`src/hw/rtl/gde_ram.sv`:
```
// generic single write port ram with registered read
`default_nettype none
module gde_ram #(
  parameter int WIDTH = 8,
  parameter int DEPTH = 16
) (
  input  wire logic                                   clk,
  input  wire logic                                   we,
  input  wire logic [((DEPTH > 1) ? $clog2(DEPTH) : 1)-1:0] waddr,
  input  wire logic [WIDTH-1:0]                       wdata,
  input  wire logic [((DEPTH > 1) ? $clog2(DEPTH) : 1)-1:0] raddr,
  output logic      [WIDTH-1:0]                       rdata
);
  logic [WIDTH-1:0] mem [DEPTH];

  always_ff @(posedge clk) begin
    if (we) begin
      mem[waddr] <= wdata;
    end
    rdata <= mem[raddr];
  end
endmodule
`default_nettype wire

```
`config.mk`:
```
export PLATFORM = sky130hd
export DESIGN_NAME = gde_ram
export DESIGN_NICKNAME = d
export VERILOG_FILES = /design/src/hw/rtl/gde_ram.sv
export SDC_FILE = /design/constraint.sdc
export NUM_CORES = 1
export LEC_CHECK = 0
export ABC_AREA = 1
export ABC_CLOCK_PERIOD_IN_PS = 900
export BUFFER_PORTS_ARGS = -buffer_cell sky130_fd_sc_hd__buf_4
export CAP_MARGIN = 15
export CORE_MARGIN = 4
export CORE_UTILIZATION = 40
export CTS_CLUSTER_SIZE = 14
export DETAILED_ROUTE_END_ITERATION = 10
export SLEW_MARGIN = 25
export SYNTH_ARGS = -nofsm -noshare
export SYNTH_HDL_FRONTEND = slang
export SYNTH_SLANG_ARGS = --single-unit
```
`constraint.sdc`:
```
create_clock -name clk -period 0.9 [get_ports clk]
set_input_delay 0 -clock clk [delete_from_list [all_inputs] [get_ports clk]]
set_output_delay 0 -clock clk [all_outputs]
set_load 0.01 [all_outputs]
```
=== After elaboration in Yosys (flattened, before gate mapping) ===
Memories as Yosys holds them, arrays and structs flattened. A register that Yosys moved wholly into a read port is not among the register bits.
Index checks and enable logic that the tools add are counted.

* Flip-flop bits (word level): 0
* Input port bits: 18
* RAM bits: 128
* Memories: 1

* Muxes and demuxes: 2

{| class="wikitable"
|+ Memories
! name !! depth !! bits a word !! rd ports !! clocked after memory_dff !! write ports !! line !! RTL
|-
| mem || 16 || 8 || 1 || 1 || 1 || 14 || <nowiki>logic [WIDTH-1:0] mem [DEPTH];</nowiki>
|}

{| class="wikitable"
|+ Operator list
! cell !! number
|-
| $mux 1 || 2
|}

=== Longest topological paths before layout ===
Gate-level depths: netlist (run 1).

* Word-level depth: 2
* Mapped depth: 8
* Depth with buffers taken out: 7

=== Least setup slack after synthesis (run 1) ===
Ideal clock, no wire load.

* Path type: input to register
* From: input waddr[3] (netlist bit)
* To: memory mem[4][0] (enable)
* Stages on the path: 2
* Path slack: -51 ps
* Library setup time: 370 ps
* Arrival: 581 ps
* Buffers on the path: 0
* Path through: nand3b_1 -> nor2_1

{| class="wikitable"
|+ RTL lines
! what !! line !! RTL
|-
| start, declared || 9 || <nowiki>input wire logic [((DEPTH > 1) ? $clog2(DEPTH) : 1)-1:0] waddr,</nowiki>
|-
| end, declared || 14 ||
|}

Straight into the memory's write port.

==> metrics.md, run 1 <==
| Metric | Value |
|---|---|
| Antenna viol nets, final | 0 |
| Synth cell types | 12 |
| Hold Vio Cnt, Final | 0 |
| Relative slew slack | 69.8% |
| CTS buffer count | 17 |
| Clock latency on the worst-skew pair | 0.42 ns |
| Final Critical Period | 0.940 ns |
| Cells after Synth | 551 |
| Final Util | 52.5% |
| Fin worst setup slack | -0.0397 ns |
| Core ar. | 14000 um2 |
| RSZ-0062 raised after global routing | yes |
| VDD IR max | 1.18 mV |
| Layout area overhead | 27.4% |
| Max Cap Viol | 0 |
| Pins Over Slew Limit | 0 |
| Top-count cell post-synth | nand2_1 |
| Die X | 128 um |
| Initial Utilization | 41.2% |
| Clock transition at the registers of the reported paths | 0.06 ns |
| Hold/Removal Path Class | primary input to register |
| Post-synth EDFFs | 128 |
| H-tree depth | 4 |
| Crit path from | mem[2][1]$_DFFE_PP_ |
| Clock tree buffer depth | 2 |
| All-layer global routing usage | 18.0% |
| Max FO, Critical Path | 1 |
| Element type at the critical path start | register |
| I/O Pins | 26 |
| Die Ht | 128 um |
| Synth top area cells | edfxtp_1, nand2_1, nand3_1 |
| Leakage | 3.17 nW |
| Fin Clk Skew | 0.00503 ns |
| Via density | 4.90 |
| CTS root buffer | clkbuf_16 |
| Minimum hold slack | 0.0796 ns |
| Share of cells above drive strength 1 | 23.1% |
| Beginning of the worst hold path | raddr[2] |
| Wirelength per Cell | 17.0 um |
| Post-Layout Cell Count | 808 |
| Slew @ Worst Pin | 0.451 ns |
| CP Data Required Time | 1.21 ns |
| Status | finished with violations |
| Classification of the worst setup path | register to register |
| Yosys top cell area share | 66.7% |
| Placed Cells | 767 |
| Final #Nets | 633 |
| Avg Cell Area, Syn | 10.5 um2 |
| Drt first pass iters | 4 |
| DRC Markers | 0 |
| Antenna violations before repair | 0 |
| Fillers | 1220 |
| Row count | 43 |
| Number of buffers added on ports | 25 |
| Vias | 3957 |
| CTS tree | built |
| Synth Flop Type | edfxtp_1 |
| Synth warnings | 0 |
| Reg area | 4010 um2 |
| Yosys top cell by area | edfxtp_1 |
| Placer Congestion | 0.886 |
| DRT iter0 DRCs | 397 |
| Setup-failing EPs final | 8 |
| Hpwl dp | 8740 um |
| Clock sinks | 136 |
| PwrDens | 2050 nW/um2 |
| Final Cycle Share | 104% |
| Failing checks | setup timing |
| Syn nets | 569 |
| Largest net degree at the start of global routing | 33 |
| Multi-input gate area | 1470 um2 |
| Sequential area share after synthesis | 69.4% |
| Vias in the first global route | 3948 |
| Setup Buffers After CTS | 0 |
| GRT overflow | 0 |
| First-pass GRT wire length | 21700 um |
| Most instantiated cells after synthesis | nand2_1, edfxtp_1, inv_1 |
| Worst r2r src | mem[2][1]$_DFFE_PP_ |
| Fmax | 1060 MHz |
| Worst Path Arrival | 1.25 ns |
| Synth Register Bits | 136 |
| Synth Cell Area | 5770 um2 |
| Worst setup EP type | register |
| Ant diodes | 0 |
| Die area | 16400 um2 |
| Routed WL | 13800 um |
| Async SR Flop Fraction | 0% |
-- critical path, stage by stage (launching register included) --
cell      delay [ns]
edfxtp_1        0.38
nand2_1         0.08
nand2_1         0.05
nand2_1         0.07
nand3_2         0.11
nand3_2         0.09
nand2_2         0.06
-- power breakdown --
part           switching (mW)  leakage (nW)  internal (mW)
sequential             0.0519          1.22           7.09
clock                    2.43         0.276           4.27
combinational           0.716          1.67          0.463
total                    3.20          3.17           11.8
-- routing by layer --
| metal | wire length [um] | vias up | global-route usage, % |
|---|---|---|---|
| met3 | 764 | 23 | 4.38 |
| met5 | 0 | - | 0 |
| met2 | 6750 | 115 | 29.1 |
| met1 | 5910 | 1917 | 23.7 |
| li1 | - | 1902 | - |
| met4 | 335 | 0 | 6.74 |
-- worst paths after layout --
path | endpoint | slack, ns | cells past startpoint
max reg2reg | rdata[1]$_DFF_P_ | -0.04 | 6
max | rdata[1]$_DFF_P_ | -0.04 | 6
min reg2reg | rdata[4]$_DFF_P_ | 0.66 | 6
min | rdata[4]$_DFF_P_ | 0.08 | 5
-- cell usage in the layout (no fill, tap or decap), drive strengths merged --
cell type,synthesis,routed
nand2,173,173
edfxtp,128,128
inv,102,102
nand3,97,97
buf,24,60
clkbuf,0,19
nor2,17,17
dlygate4sd3,0,9
clkinv,0,9
dfxtp,8,8
bufinv,0,3
nand3b,2,2
clkinvlp,0,1
-- timing repair --
item / CTS / global route
endpoints found under the hold margin: 136 / 0
resized for setup: 33 / 29
endpoints found under the setup margin: 12 / 11
pin swaps: 14 / 14
hold buffers: 9 / 0
-- flip-flops by register name, summed over array words and instances, names as in the netlist --
signal  cells
mem       128
rdata       8
-- final cells by class --
cell class	count	area share, %
inverter	102	5.21
timing repair buffer	69	9.39
tap	180	3.07
sequential	136	54.6
clock inverter	13	1.84
clock buffer	19	5.89
multi-input combinational	289	20.0
-- kinds of logic after synthesis --
group         share of synthesized area, %
flops                                 69.4
simple gates                          21.0
buf+inv                               9.52
-- through the flow --
stage	setup slack (ns)	total power [mW]	setup TNS [ns]	cell area [um2]
detailed placement	-0.254	8.31	-11.62	6420
finish	-0.0397	15.0	-0.162	7350
floorplan	-0.0508	7.77	-4.12	5770
global placement	-0.225	8.29	-10.16	6420
global route	-0.105	15.6	-0.717	7350
CTS	-0.0463	15.1	-0.216	7220
No activity file was read; power rests on OpenSTA's default activity.
==> inputs of run 2 (changes only) <==
==> constraint.sdc (replaced) <==
create_clock -name clk -period 0.9 [get_ports clk]
set_input_delay 0 -clock clk [delete_from_list [all_inputs] [get_ports clk]]
set_output_delay 0 -clock clk [all_outputs]
set_load 0.005 [all_outputs]
==> run 2 against run 1 <==
The run still ends with setup timing left. Flip-flop and latch count stayed put. Die area stayed put. Global-route usage hardly changed. Critical endpoint unchanged. Critical path type unchanged.
==> metrics.md, run 2 (same netlist as run 1, synthesis figures left out) <==
| Metric | Value |
|---|---|
| Reg power frac | 47.6% |
| Relative slew slack | 69.5% |
| Max Cap Viol | 0 |
| Final #Nets | 633 |
| DRC Markers | 0 |
| Core ar. | 14000 um2 |
| Initial Utilization | 41.2% |
| Vias | 3951 |
| Classification of the worst setup path | register to register |
| H-tree depth | 4 |
| Largest net degree at the start of global routing | 33 |
| Combinational Power Share | 7.8% |
| All-layer global routing usage | 18.0% |
| Post-route cell area | 7350 um2 |
| Net Sw Power | 3.18 mW |
| RSZ-0062 raised after global routing | yes |
| CTS root buffer | clkbuf_16 |
| Most common cell after layout, fill and taps aside | nand2_1 |
| Most Frequent Cell on Critical Path | nand2_1 |
| Fmax | 1060 MHz |
| Antenna violations before repair | 0 |
| Layout area overhead | 27.4% |
| DRT iter0 DRCs | 369 |
| Fin Clk Skew | 0.00607 ns |
| Cells along the critical path | nand2_1 > nand2_1 > nand2_1 > nand3_2 > nand3_2 > nand2_2 |
| Via density | 4.89 |
| Setup-failing EPs final | 8 |
| Most frequent cells in the layout | nand2_1, edfxtp_1, inv_1 |
| Element type at the critical path start | register |
| Clock latency on the worst-skew pair | 0.41 ns |
| Failing checks | setup timing |
| Fin worst setup slack | -0.0414 ns |
| Final Cycle Share | 105% |
| Clock power frac | 44.6% |
| Clock tree buffer depth | 2 |
| Hold/Removal Path Class | primary input to register |
| Leakage | 3.17 nW |
| Status | finished with violations |
| Slew @ Worst Pin | 0.455 ns |
| Worst setup EP type | register |
| Row count | 43 |
| Vias in the first global route | 3953 |
| Die X | 128 um |
| Wirelength per Cell | 17.1 um |
| Max FO, Critical Path | 1 |
| PwrDens | 2040 nW/um2 |
| Number of flip-flops under the largest register name | 128 |
| Placer Congestion | 0.886 |
| Tot Pwr | 15.0 mW |
| Share of cells above drive strength 1 | 23.1% |
| CP bufs+invs | 0 |
| R2R Setup Slk | -0.04 ns |
| Number of buffers added on ports | 25 |
| CP max stage delay | 0.38 ns |
| Clock transition at the registers of the reported paths | 0.06 ns |
| First-pass GRT wire length | 21700 um |
| Routed WL | 13800 um |
| CP Data Required Time | 1.21 ns |
| Critical path's slowest cell | edfxtp_1 |
| Drt first pass iters | 4 |
| Worst Path Arrival | 1.25 ns |
| Die area | 16400 um2 |
| Internal power | 11.8 mW |
| VDD IR max | 1.19 mV |
| Clock sinks | 136 |
| Antenna viol nets, final | 0 |
| Largest reg by FF count | mem |
| Final Critical Period | 0.941 ns |
| Pins Over Slew Limit | 0 |
| Hold Vio Cnt, Final | 0 |
| Area post-placement | 6420 um2 |
| Ant diodes | 0 |
| Net Sw Frac | 21.2% |
| Die Ht | 128 um |
| I/O Pins | 26 |
| GRT overflow | 0 |
| Hpwl dp | 8740 um |
| CTS buffer count | 17 |
| Largest regs | mem: 128 flops, rdata: 8 flops |
| CTS tree | built |
| Largest delay share family, worst path | simple AND/OR/NAND/NOR gates |
| Post-route setup TNS | -0.187 ns |
-- run 2: cell counts in the layout (fill, tap and decap cells not counted) --
No cell type changed its count.
-- run 2: worst min-delay path, stage by stage --
cell and delay [ns]:
buf_4 0.10, buf_12 0.15, nand3_1 0.09, nand3_1 0.06, nand2_1 0.04
-- run 2: repair_timing --
action / CTS / global route
hold buffers: 9 / 0
gates resized for setup: 32 / 30
buffers inserted: 0 / 0
endpoints found under the hold margin: 136 / 0
setup endpoints to repair: 11 / 11
pin swaps: 14 / 14
-- run 2: layer usage --
metal / routed length, um / vias up / GRT usage [%]
met3: 702 / 27 / 4.38
met5: 0 / - / 0
li1: - / 1902 / -
met1: 5960 / 1917 / 23.6
met2: 6740 / 105 / 29.1
met4: 380 / 0 / 6.99
-- run 2: power by group through the flow --
stage | sequential [mW] | clock (mW) | combinational [mW]
final | 7.14 | 6.69 | 1.17
after floorplan | 7.25 | 0 | 0.502
after CTS | 7.14 | 6.80 | 1.12
after global placement | 7.26 | 0 | 1.01
after detailed placement | 7.26 | 0 | 1.03
after global routing | 7.15 | 7.12 | 1.28
-- run 2: final timing paths --
path                        startpoint          endpoint  cells past startpoint
setup / recovery   mem[2][1]$_DFFE_PP_  rdata[1]$_DFF_P_                      6
hold / removal                raddr[2]  rdata[4]$_DFF_P_                      5
setup reg to reg   mem[2][1]$_DFFE_PP_  rdata[1]$_DFF_P_                      6
hold reg to reg   mem[14][4]$_DFFE_PP_  rdata[4]$_DFF_P_                      6
-- run 2: layout make-up --
class	count	area, um2
clock buffer	19	433
multi-input combinational	289	1470
inverter	102	383
fill	1220	6640
timing repair buffer	69	689
sequential	136	4010
clock inverter	13	135
tap	180	225
-- run 2: metrics by stage --
step	instances	setup WS, ns	hold WS [ns]	util, %
after floorplan	551	-0.0508	0.0989	-
after global placement	767	-0.225	0.332	45.9
after detailed placement	767	-0.254	0.337	45.9
after CTS	808	-0.0463	0.0549	51.6
after global routing	808	-0.105	0.0927	52.5
final	808	-0.0414	0.0816	52.5
