File: src/hw/rtl/gde_pkg.sv
// shared types and constants for the gravity and drag euler step core
`default_nettype none
package gde_pkg;

  localparam int DEF_MAX_BODIES = 16;
  localparam int DEF_FRAC_BITS  = 16;

  // working width of the shared arithmetic unit
  localparam int UW = 128;

  localparam logic OP_LOAD = 1'b0;
  localparam logic OP_STEP = 1'b1;

  localparam logic REG_BODIES = 1'b0;
  localparam logic REG_GRAV   = 1'b1;

  typedef struct packed {
    logic               operation;
    logic [3:0]         body_index;
    logic signed [31:0] position_x;
    logic signed [31:0] position_y;
    logic signed [31:0] velocity_x;
    logic signed [31:0] velocity_y;
    logic [31:0]        mass;
    logic [30:0]        radius;
    logic [30:0]        atmos_radius;
    logic [31:0]        drag_coeff;
    logic [23:0]        time_step;
    logic               last_ship;
  } item_t;

  typedef struct packed {
    logic signed [31:0] new_position_x;
    logic signed [31:0] new_position_y;
    logic signed [31:0] new_velocity_x;
    logic signed [31:0] new_velocity_y;
    logic               saturated;
    logic               frame_end;
  } result_t;

  typedef struct packed {
    logic        index;
    logic [31:0] wdata;
  } cfg_t;

  typedef struct packed {
    logic [31:0] pos_x;
    logic [31:0] pos_y;
    logic [31:0] mass;
    logic [30:0] radius;
    logic [30:0] atmos;
    logic [31:0] drag;
  } body_t;

  typedef enum logic [2:0] {
    AR_MUL  = 3'b001,
    AR_DIV  = 3'b010,
    AR_SQRT = 3'b100
  } arith_op_t;

  typedef struct packed {
    logic      start;
    arith_op_t op;
    logic [7:0] steps;
  } arith_req_t;

  typedef struct packed {
    logic          done;
    logic [UW-1:0] value;
  } arith_rsp_t;

endpackage
`default_nettype wire

File: src/hw/rtl/gde_arith.sv
// shared bit-serial multiply, divide and square root unit
`default_nettype none
module gde_arith
  import gde_pkg::*;
(
  input  wire logic          clk,
  input  wire logic          rst,
  input  wire arith_req_t    req,
  input  wire logic [UW-1:0] opa,
  input  wire logic [UW-1:0] opb,
  output arith_rsp_t         rsp
);
  arith_op_t     op_r;
  logic          busy;
  logic          done;
  logic [7:0]    cnt;
  logic [UW-1:0] acc;
  logic [UW-1:0] x;
  logic [UW-1:0] y;

  logic [UW-1:0] add_a;
  logic [UW-1:0] add_b;
  logic          sub;
  logic [UW:0]   sum;
  logic          ge;
  logic [7:0]    sh_div;
  logic [7:0]    sh_sqrt;

  always_comb begin
    add_a = acc;
    add_b = x;
    sub   = 1'b0;
    unique case (op_r)
      AR_MUL: begin
        add_a = acc;
        add_b = x;
        sub   = 1'b0;
      end
      AR_DIV: begin
        add_a = {acc[UW-2:0], y[UW-1]};
        add_b = x;
        sub   = 1'b1;
      end
      AR_SQRT: begin
        add_a = {acc[UW-3:0], y[UW-1:UW-2]};
        add_b = {x[UW-3:0], 2'b01};
        sub   = 1'b1;
      end
      default: begin
        sub = 1'b0;
      end
    endcase
    sum = {1'b0, add_a} + {1'b0, (sub ? ~add_b : add_b)} + (UW+1)'(sub);
    // carry out on a subtract means no borrow
    ge  = sum[UW];
  end

  assign sh_div  = 8'(UW) - req.steps;
  assign sh_sqrt = 8'(UW) - {req.steps[6:0], 1'b0};

  always_ff @(posedge clk) begin
    if (rst) begin
      busy <= 1'b0;
      done <= 1'b0;
      op_r <= AR_MUL;
    end else begin
      done <= 1'b0;
      if (req.start && !busy) begin
        busy <= 1'b1;
        op_r <= req.op;
        cnt  <= req.steps;
        acc  <= '0;
        unique case (req.op)
          AR_MUL: begin
            x <= opa;
            y <= opb;
          end
          AR_DIV: begin
            x <= opb;
            y <= opa << sh_div;
          end
          AR_SQRT: begin
            x <= '0;
            y <= opa << sh_sqrt;
          end
          default: begin
            x <= '0;
            y <= '0;
          end
        endcase
      end else if (busy) begin
        cnt <= cnt - 8'd1;
        if (cnt == 8'd1) begin
          busy <= 1'b0;
          done <= 1'b1;
        end
        unique case (op_r)
          AR_MUL: begin
            if (y[0]) acc <= sum[UW-1:0];
            x <= x << 1;
            y <= y >> 1;
          end
          AR_DIV: begin
            acc <= ge ? sum[UW-1:0] : add_a;
            y   <= {y[UW-2:0], ge};
          end
          AR_SQRT: begin
            acc <= ge ? sum[UW-1:0] : add_a;
            x   <= {x[UW-2:0], ge};
            y   <= y << 2;
          end
          default: begin
            acc <= acc;
          end
        endcase
      end
    end
  end

  always_comb begin
    rsp.done = done;
    unique case (op_r)
      AR_MUL:  rsp.value = acc;
      AR_DIV:  rsp.value = y;
      AR_SQRT: rsp.value = x;
      default: rsp.value = '0;
    endcase
  end
endmodule
`default_nettype wire

File: config.mk
export PLATFORM = sky130hd
export DESIGN_NAME = gde_arith
export DESIGN_NICKNAME = d
export VERILOG_FILES = /design/src/hw/rtl/gde_pkg.sv /design/src/hw/rtl/gde_arith.sv
export SDC_FILE = /design/constraint.sdc
export NUM_CORES = 2
export LEC_CHECK = 0
export BUFFER_PORTS_ARGS = -buffer_cell sky130_fd_sc_hd__buf_4
export CAP_MARGIN = 20
export CELL_PAD_IN_SITES_DETAIL_PLACEMENT = 1
export CELL_PAD_IN_SITES_GLOBAL_PLACEMENT = 2
export CORE_MARGIN = 5
export CORE_UTILIZATION = 33
export DETAILED_ROUTE_END_ITERATION = 7
export PLACE_DENSITY_LB_ADDON = 0.1
export SYNTH_ARGS = -nofsm -noshare
export SYNTH_HDL_FRONTEND = slang
export SYNTH_SLANG_ARGS = --single-unit
File: constraint.sdc
create_clock -name clk -period 18.65 [get_ports clk]
set_input_delay 0.9325 -clock clk [delete_from_list [all_inputs] [get_ports clk]]
set_output_delay 0.9325 -clock clk [all_outputs]
set_load 0.02 [all_outputs]
## Yosys cells after proc, flatten, opt, wreduce, memory -nomap -nowiden

Index checks and enable logic that the tools add are counted.

- Flip-flop bits (word level): 397
- Input port bits: 270
- Logic and storage cells: 60

- Add/subtract/negate cells: 5
- Equal/unequal tests: 8
- Shifts and indexed selects: 2
- Muxes and demuxes: 23
- Bitwise operators: 3
- Reductions and logical operators: 12

Operator list:

| cell | count |
|---|---|
| $mux 128 | 9 |
| $pmux 128 s3 | 3 |
| $pmux 128 s2 | 4 |
| $shl 128x8->128 | 2 |
| $add 128x128->129 | 1 |
| $add 129x1->129 | 1 |
| $not 128->128 | 1 |
| $mux 8 | 2 |
| $sub 8x8->8 const A | 2 |
| $eq 8x1->1 const B | 1 |
| $sub 8x1->8 const B | 1 |
| $eq 3x1->1 const B | 2 |
| $eq 3x2->1 const B | 2 |
| $eq 3x3->1 const B | 2 |
| $reduce_and 3->1 | 2 |
| $reduce_bool 3->1 | 2 |
| $mux 1 | 5 |
| $reduce_and 4->1 | 1 |
| $reduce_bool 4->1 | 1 |
| $ne 3x3->1 const B | 1 |
| $reduce_or 3->1 | 1 |
| $not 1->1 | 2 |
| $reduce_and 2->1 | 1 |
| $reduce_bool 2->1 | 1 |
| other kinds (3) | 3 |

## Logic depth before layout (Yosys ltp)

- Depth after elaboration: 9
- Gate-level depth with buffers: 26
- Gate-level depth less buffers: 18

## Worst setup path after synthesis

OpenSTA, ideal clock, no wires.

- Path kind: input port to flip-flop
- Start point: input port rst
- End point: register acc[0], enable pin
- Library setup time: 0.811 ns
- Arrival: 16.919 ns
- Required time: 17.839 ns
- Path slack: 0.920 ns
- Stages: 3
- Path buffers: 0
- Cells stage by stage: o21bai_1 > a21oi_1 > a21boi_0

- Word-level cells in the longest chain between the ends: 2

Ends and longest elaborated chain:

| what | RTL line | RTL |
|---|---|---|
| start: declaration | gde_arith.sv:7 | `input wire logic rst,` |
| $not 1->1 (no line) | n/a |  |
| $reduce_and 4->1 (no line) | n/a |  |
| end signal: assignment | gde_arith.sv:99 | `if (y[0]) acc <= sum[UW-1:0];` |
| end signal: assignment | gde_arith.sv:104 | `acc <= ge ? sum[UW-1:0] : add_a;` |
| end signal: assignment | gde_arith.sv:108 | `acc <= ge ? sum[UW-1:0] : add_a;` |
| end: declaration | gde_arith.sv:17 | `logic [UW-1:0] acc;` |

Every way passes these cells.
A chain may end at the register's enable or synchronous reset.

## Worst setup path after layout

- Start point: register op_r[1]
- End point: register acc[90], data pin

- Word-level cells in the longest chain between the ends: 9

Ends and longest elaborated chain:

| what | RTL line | RTL |
|---|---|---|
| start: declaration | gde_arith.sv:13 | `arith_op_t op_r;` |
| start signal: assignment | gde_arith.sv:70 | `op_r <= req.op;` |
| $eq 3x3->1 or $eq 3x2->1 (tied branches) | gde_arith.sv:33, gde_arith.sv:97 |  |
| $reduce_or 2->1 (no line) or $mux 128 (tied branches) | n/a |  |
| $mux 1 or $not 128->128 (tied branches) | gde_arith.sv:33, gde_arith.sv:53 |  |
| $mux 128 | gde_arith.sv:53 | `sum = {1'b0, add_a} + {1'b0, (sub ? ~add_b : add_b)} + (UW+1)'(sub);` |
| $add 128x128->129 | gde_arith.sv:53 |  |
| $add 129x1->129 | gde_arith.sv:53 |  |
| $mux 128 (on tied branches) | gde_arith.sv:104, gde_arith.sv:108, gde_arith.sv:99 |  |
| $pmux 128 s2 * | gde_arith.sv:97 | `unique case (op_r)` |
| $mux 128 * | gde_arith.sv:91 | `end else if (busy) begin` |

Every way passes the cells marked *; elsewhere a longest branch is shown, timed or not. The select of a mux whose other input is x is not followed.

==> reports/qor.yml <==
status:
  outcome: "finished, final reports clean"
logic_synthesis:
  synthCells: 5651
  synth_compound_area_share_pct: 30.71
  syn-num-nets: 6052
  synth.avg_cell_area_um2: 7.716
  synth.area.mux_share_pct: 12.71
  ys_seq_area_share_pct: 27.23
  synth_area_um2: 43600
  ys_types: 100
  synth_edf_count: 392
  ys.flop_type: "edfxtp_1"
  yosysWarnings: 0
  synthAdderAreaFrac_pct: 3.776
  synth-simple-area-share_pct: 17.74
  synth-xor-area-share_pct: 2.451
  ys_ff_latch: 397
  async_flop_share_pct: 0
  synth_top_family_by_area: "compound AO/OA/AOI/OAI gates"
pwr:
  power.leakage_uw: 0.01954
  p_sw_uw: 2213
  clock_power_share_pct: 23.7
  p_seq_share_pct: 27.6
  p_comb_share_pct: 48.7
  ir_drop_mv: 0.08351
  p_int_uw: 2558
  swShare_pct: 46.38
  p_per_area_nw_per_um2: 96.51
global_route:
  grt_max_degree: 196
  grt_pass1_wl_mm: 356.8
  grt_pass1_vias: 47440
  grt_remaining_overflow: 0
  track_usage_pct: 34.46
  antenna_found_initial: 8
setup_path:
  setup.worst_path.end_class: "register"
  rrSetupSlack_ps: 9770
  r2r_start: "op_r[1]"
  cp_max_fo: 93
  crit_path_start_kind: "register"
  crit_required_ps: 19150
  crit_path_top_delay_cell: "buf_4"
  cp_common_cell: "buf_4"
  path_buf_inv: 4
  cp.arrival_ps: 9380
  cp_slowest_stage_delay_ps: 910
  crit_type: "register to register"
  cp_top_family: "buffers and inverters"
  r2r_end: "acc[90]"
  path_depth: 19
  path_cells: "nor2_1, and2_4, buf_4, buf_4, buf_4, a22oi_1, nand2_1, ha_1, a21oi_1, o21ai_1, a21o_1, a221o_1, a211oi_2, nand2_1, and4b_1, o22ai_4, buf_4, nand2_1, o22ai_1"
  reg2reg_depth: 19
finish:
  finalCoreUtilization_pct: 37.60
  final_cell_mix: "nand2_1, a21oi_1, nor2_1"
  areaGrowthSynthToFinish_pct: 13.37
  final_common_cell: "nand2_1"
  drive_above_1_share_pct: 11.66
  fin_nets: 6076
  post-route-cell-area_um2: 49430
  fillerInstances: 15840
timing:
  tightest_slew_ps: 1399
  drv_slew: 0
  period_needed_ps: 8882
  finalHoldViolations: 0
  finalCritPeriodShare_pct: 47.63
  max_slew_margin_pct: 5.718
  rsz0062_at_grt: "false"
  setup_violations: 0
  setup_tns_ps: 0
  fmax_mhz: 112.6
  clock_skew_ps: 54.01
detailed_routing:
  via_per_inst: 6.481
  postRouteAntennaNets: 0
  wl_met3_mm: 17.66
  drc: 0
  via_count: 48480
  met1Wirelength_mm: 103.3
  dr.pass1.iters: 8
  top_layer: "met5"
  met2RoutedLength_mm: 118.0
  drt_wl_total_mm: 254.4
  drt_iter0_drc: 5311
  wl_per_cell_um: 34.02
clock_tree:
  clk_transition_reported_paths_ps: 60
  clock_path_buffers: 3
  cts.sinks: 397
  ctsHoldBuffers: 0
  clockRootBuffer: "clkbuf_16"
  cts_inserted_buffers: 56
  cts_resized: 0
  cts_htree_levels: 2
  clk_latency_ps: 710
  post_cts_buffers: 0
  cts_tree: "built"
placed_design:
  port_buffers: 398
  dp_hpwl_mm: 195.9
  dpl_cell_area_um2: 47560
  gp_congestion: 1.007
floorplan:
  rows: 133
  die_h_um: 373.5
  dieWidth_um: 373.5
  core_um2: 131500
  die-area_um2: 139500
  io-pin-count: 399
  start_util_pct: 33.17
flow_run:
  drv_cap: 0
hold_path:
  min_path_cells: 2
  hold_start: "rst"
  hold_path.class: "primary input to register"
  hold_end: "op_r[1]"
==> power by group through the flow <==
stage               sequential (uW)  combinational [uW]  clock [uW]
floorplan                      1240                1450           0
global placement               1330                2250           0
detailed placement             1330                2260           0
CTS                            1310                2280        1150
global route                   1320                2470        1180
finish                         1320                2320        1130
==> layout make-up <==
| type | instances | area (um2) | area share (%) |
|---|---|---|---|
| multi-input cells | 4684 | 29590 | 59.86 |
| flip-flops and latches | 397 | 11880 | 24.02 |
| repair buffers | 487 | 3744 | 7.573 |
| well taps | 1755 | 2196 | 4.442 |
| clock buffers | 64 | 1431 | 2.896 |
| clock inverters | 39 | 400.4 | 0.8100 |
| inverters | 49 | 183.9 | 0.3721 |
| diodes | 5 | 12.51 | 0.02531 |
==> flip-flops by register name, summed over array words and instances (netlist names) <==
| register | flops |
|---|---|
| y | 128 |
| cnt | 8 |
| acc | 128 |
| busy | 1 |
| x | 128 |
| done | 1 |
| op_r | 3 |
==> cells by family (layout without fill, tap and decap cells) <==
group,Yosys count,in the layout
AOI/OAI and AO/OA,2035,2035
adders and majority gates,131,131
and+or+nand+nor,1848,1848
DFF,397,397
other,0,5
buffers and inverters,570,639
muxes,548,548
xor gates and xnor gates,122,122
==> metrics by stage <==
step | cells | hold slack (ps) | setup slack, ps | power (uW)
after floorplan | 5651 | 535.6 | 919.5 | 2699
after global placement | 7370 | 578.8 | 10020 | 3579
after detailed placement | 7370 | 585.2 | 9941 | 3594
after CTS | 7473 | 492.5 | 9907 | 4736
after global routing | 7475 | 509.1 | 9427 | 4968
final | 7480 | 521.9 | 9768 | 4771
==> Yosys cell counts, drive strengths merged (45+ instances only) <==
library cell	instances	area [um2]
a21oi	740	3707
mux2i	522	5225
xor2	47	411.6
nor2	708	2668
xnor2	75	656.9
a21o	45	337.8
clkbuf	386	1449
a221o	45	450.4
nand3	80	405.4
a211oi	92	700.7
nand4	71	450.4
nand2	805	3027
o21ai	293	1470
edfxtp	392	11770
buf	135	716.9
inv	49	183.9
a22oi	259	1944
ha	130	1627
nor3	49	245.2
a221oi	292	2570
==> worst max path at each step <==
stage          slack [ps]        to    start
2_1_floorplan         920    acc[0]      rst
3_3_place_gp        10020   acc[86]  op_r[1]
3_5_place_dp         9940  acc[116]  op_r[1]
4_1_cts              9910   acc[90]  op_r[1]
5_1_grt              9430   acc[90]  op_r[1]
6_report             9770   acc[90]  op_r[1]
==> routing by layer <==
metal,vias up,GRT usage [%]
li1,21400,-
met3,468,5.373
met2,2107,57.05
met5,-,0
met1,24500,43.73
met4,2,17.02
(Power assumes the default switching activity.)
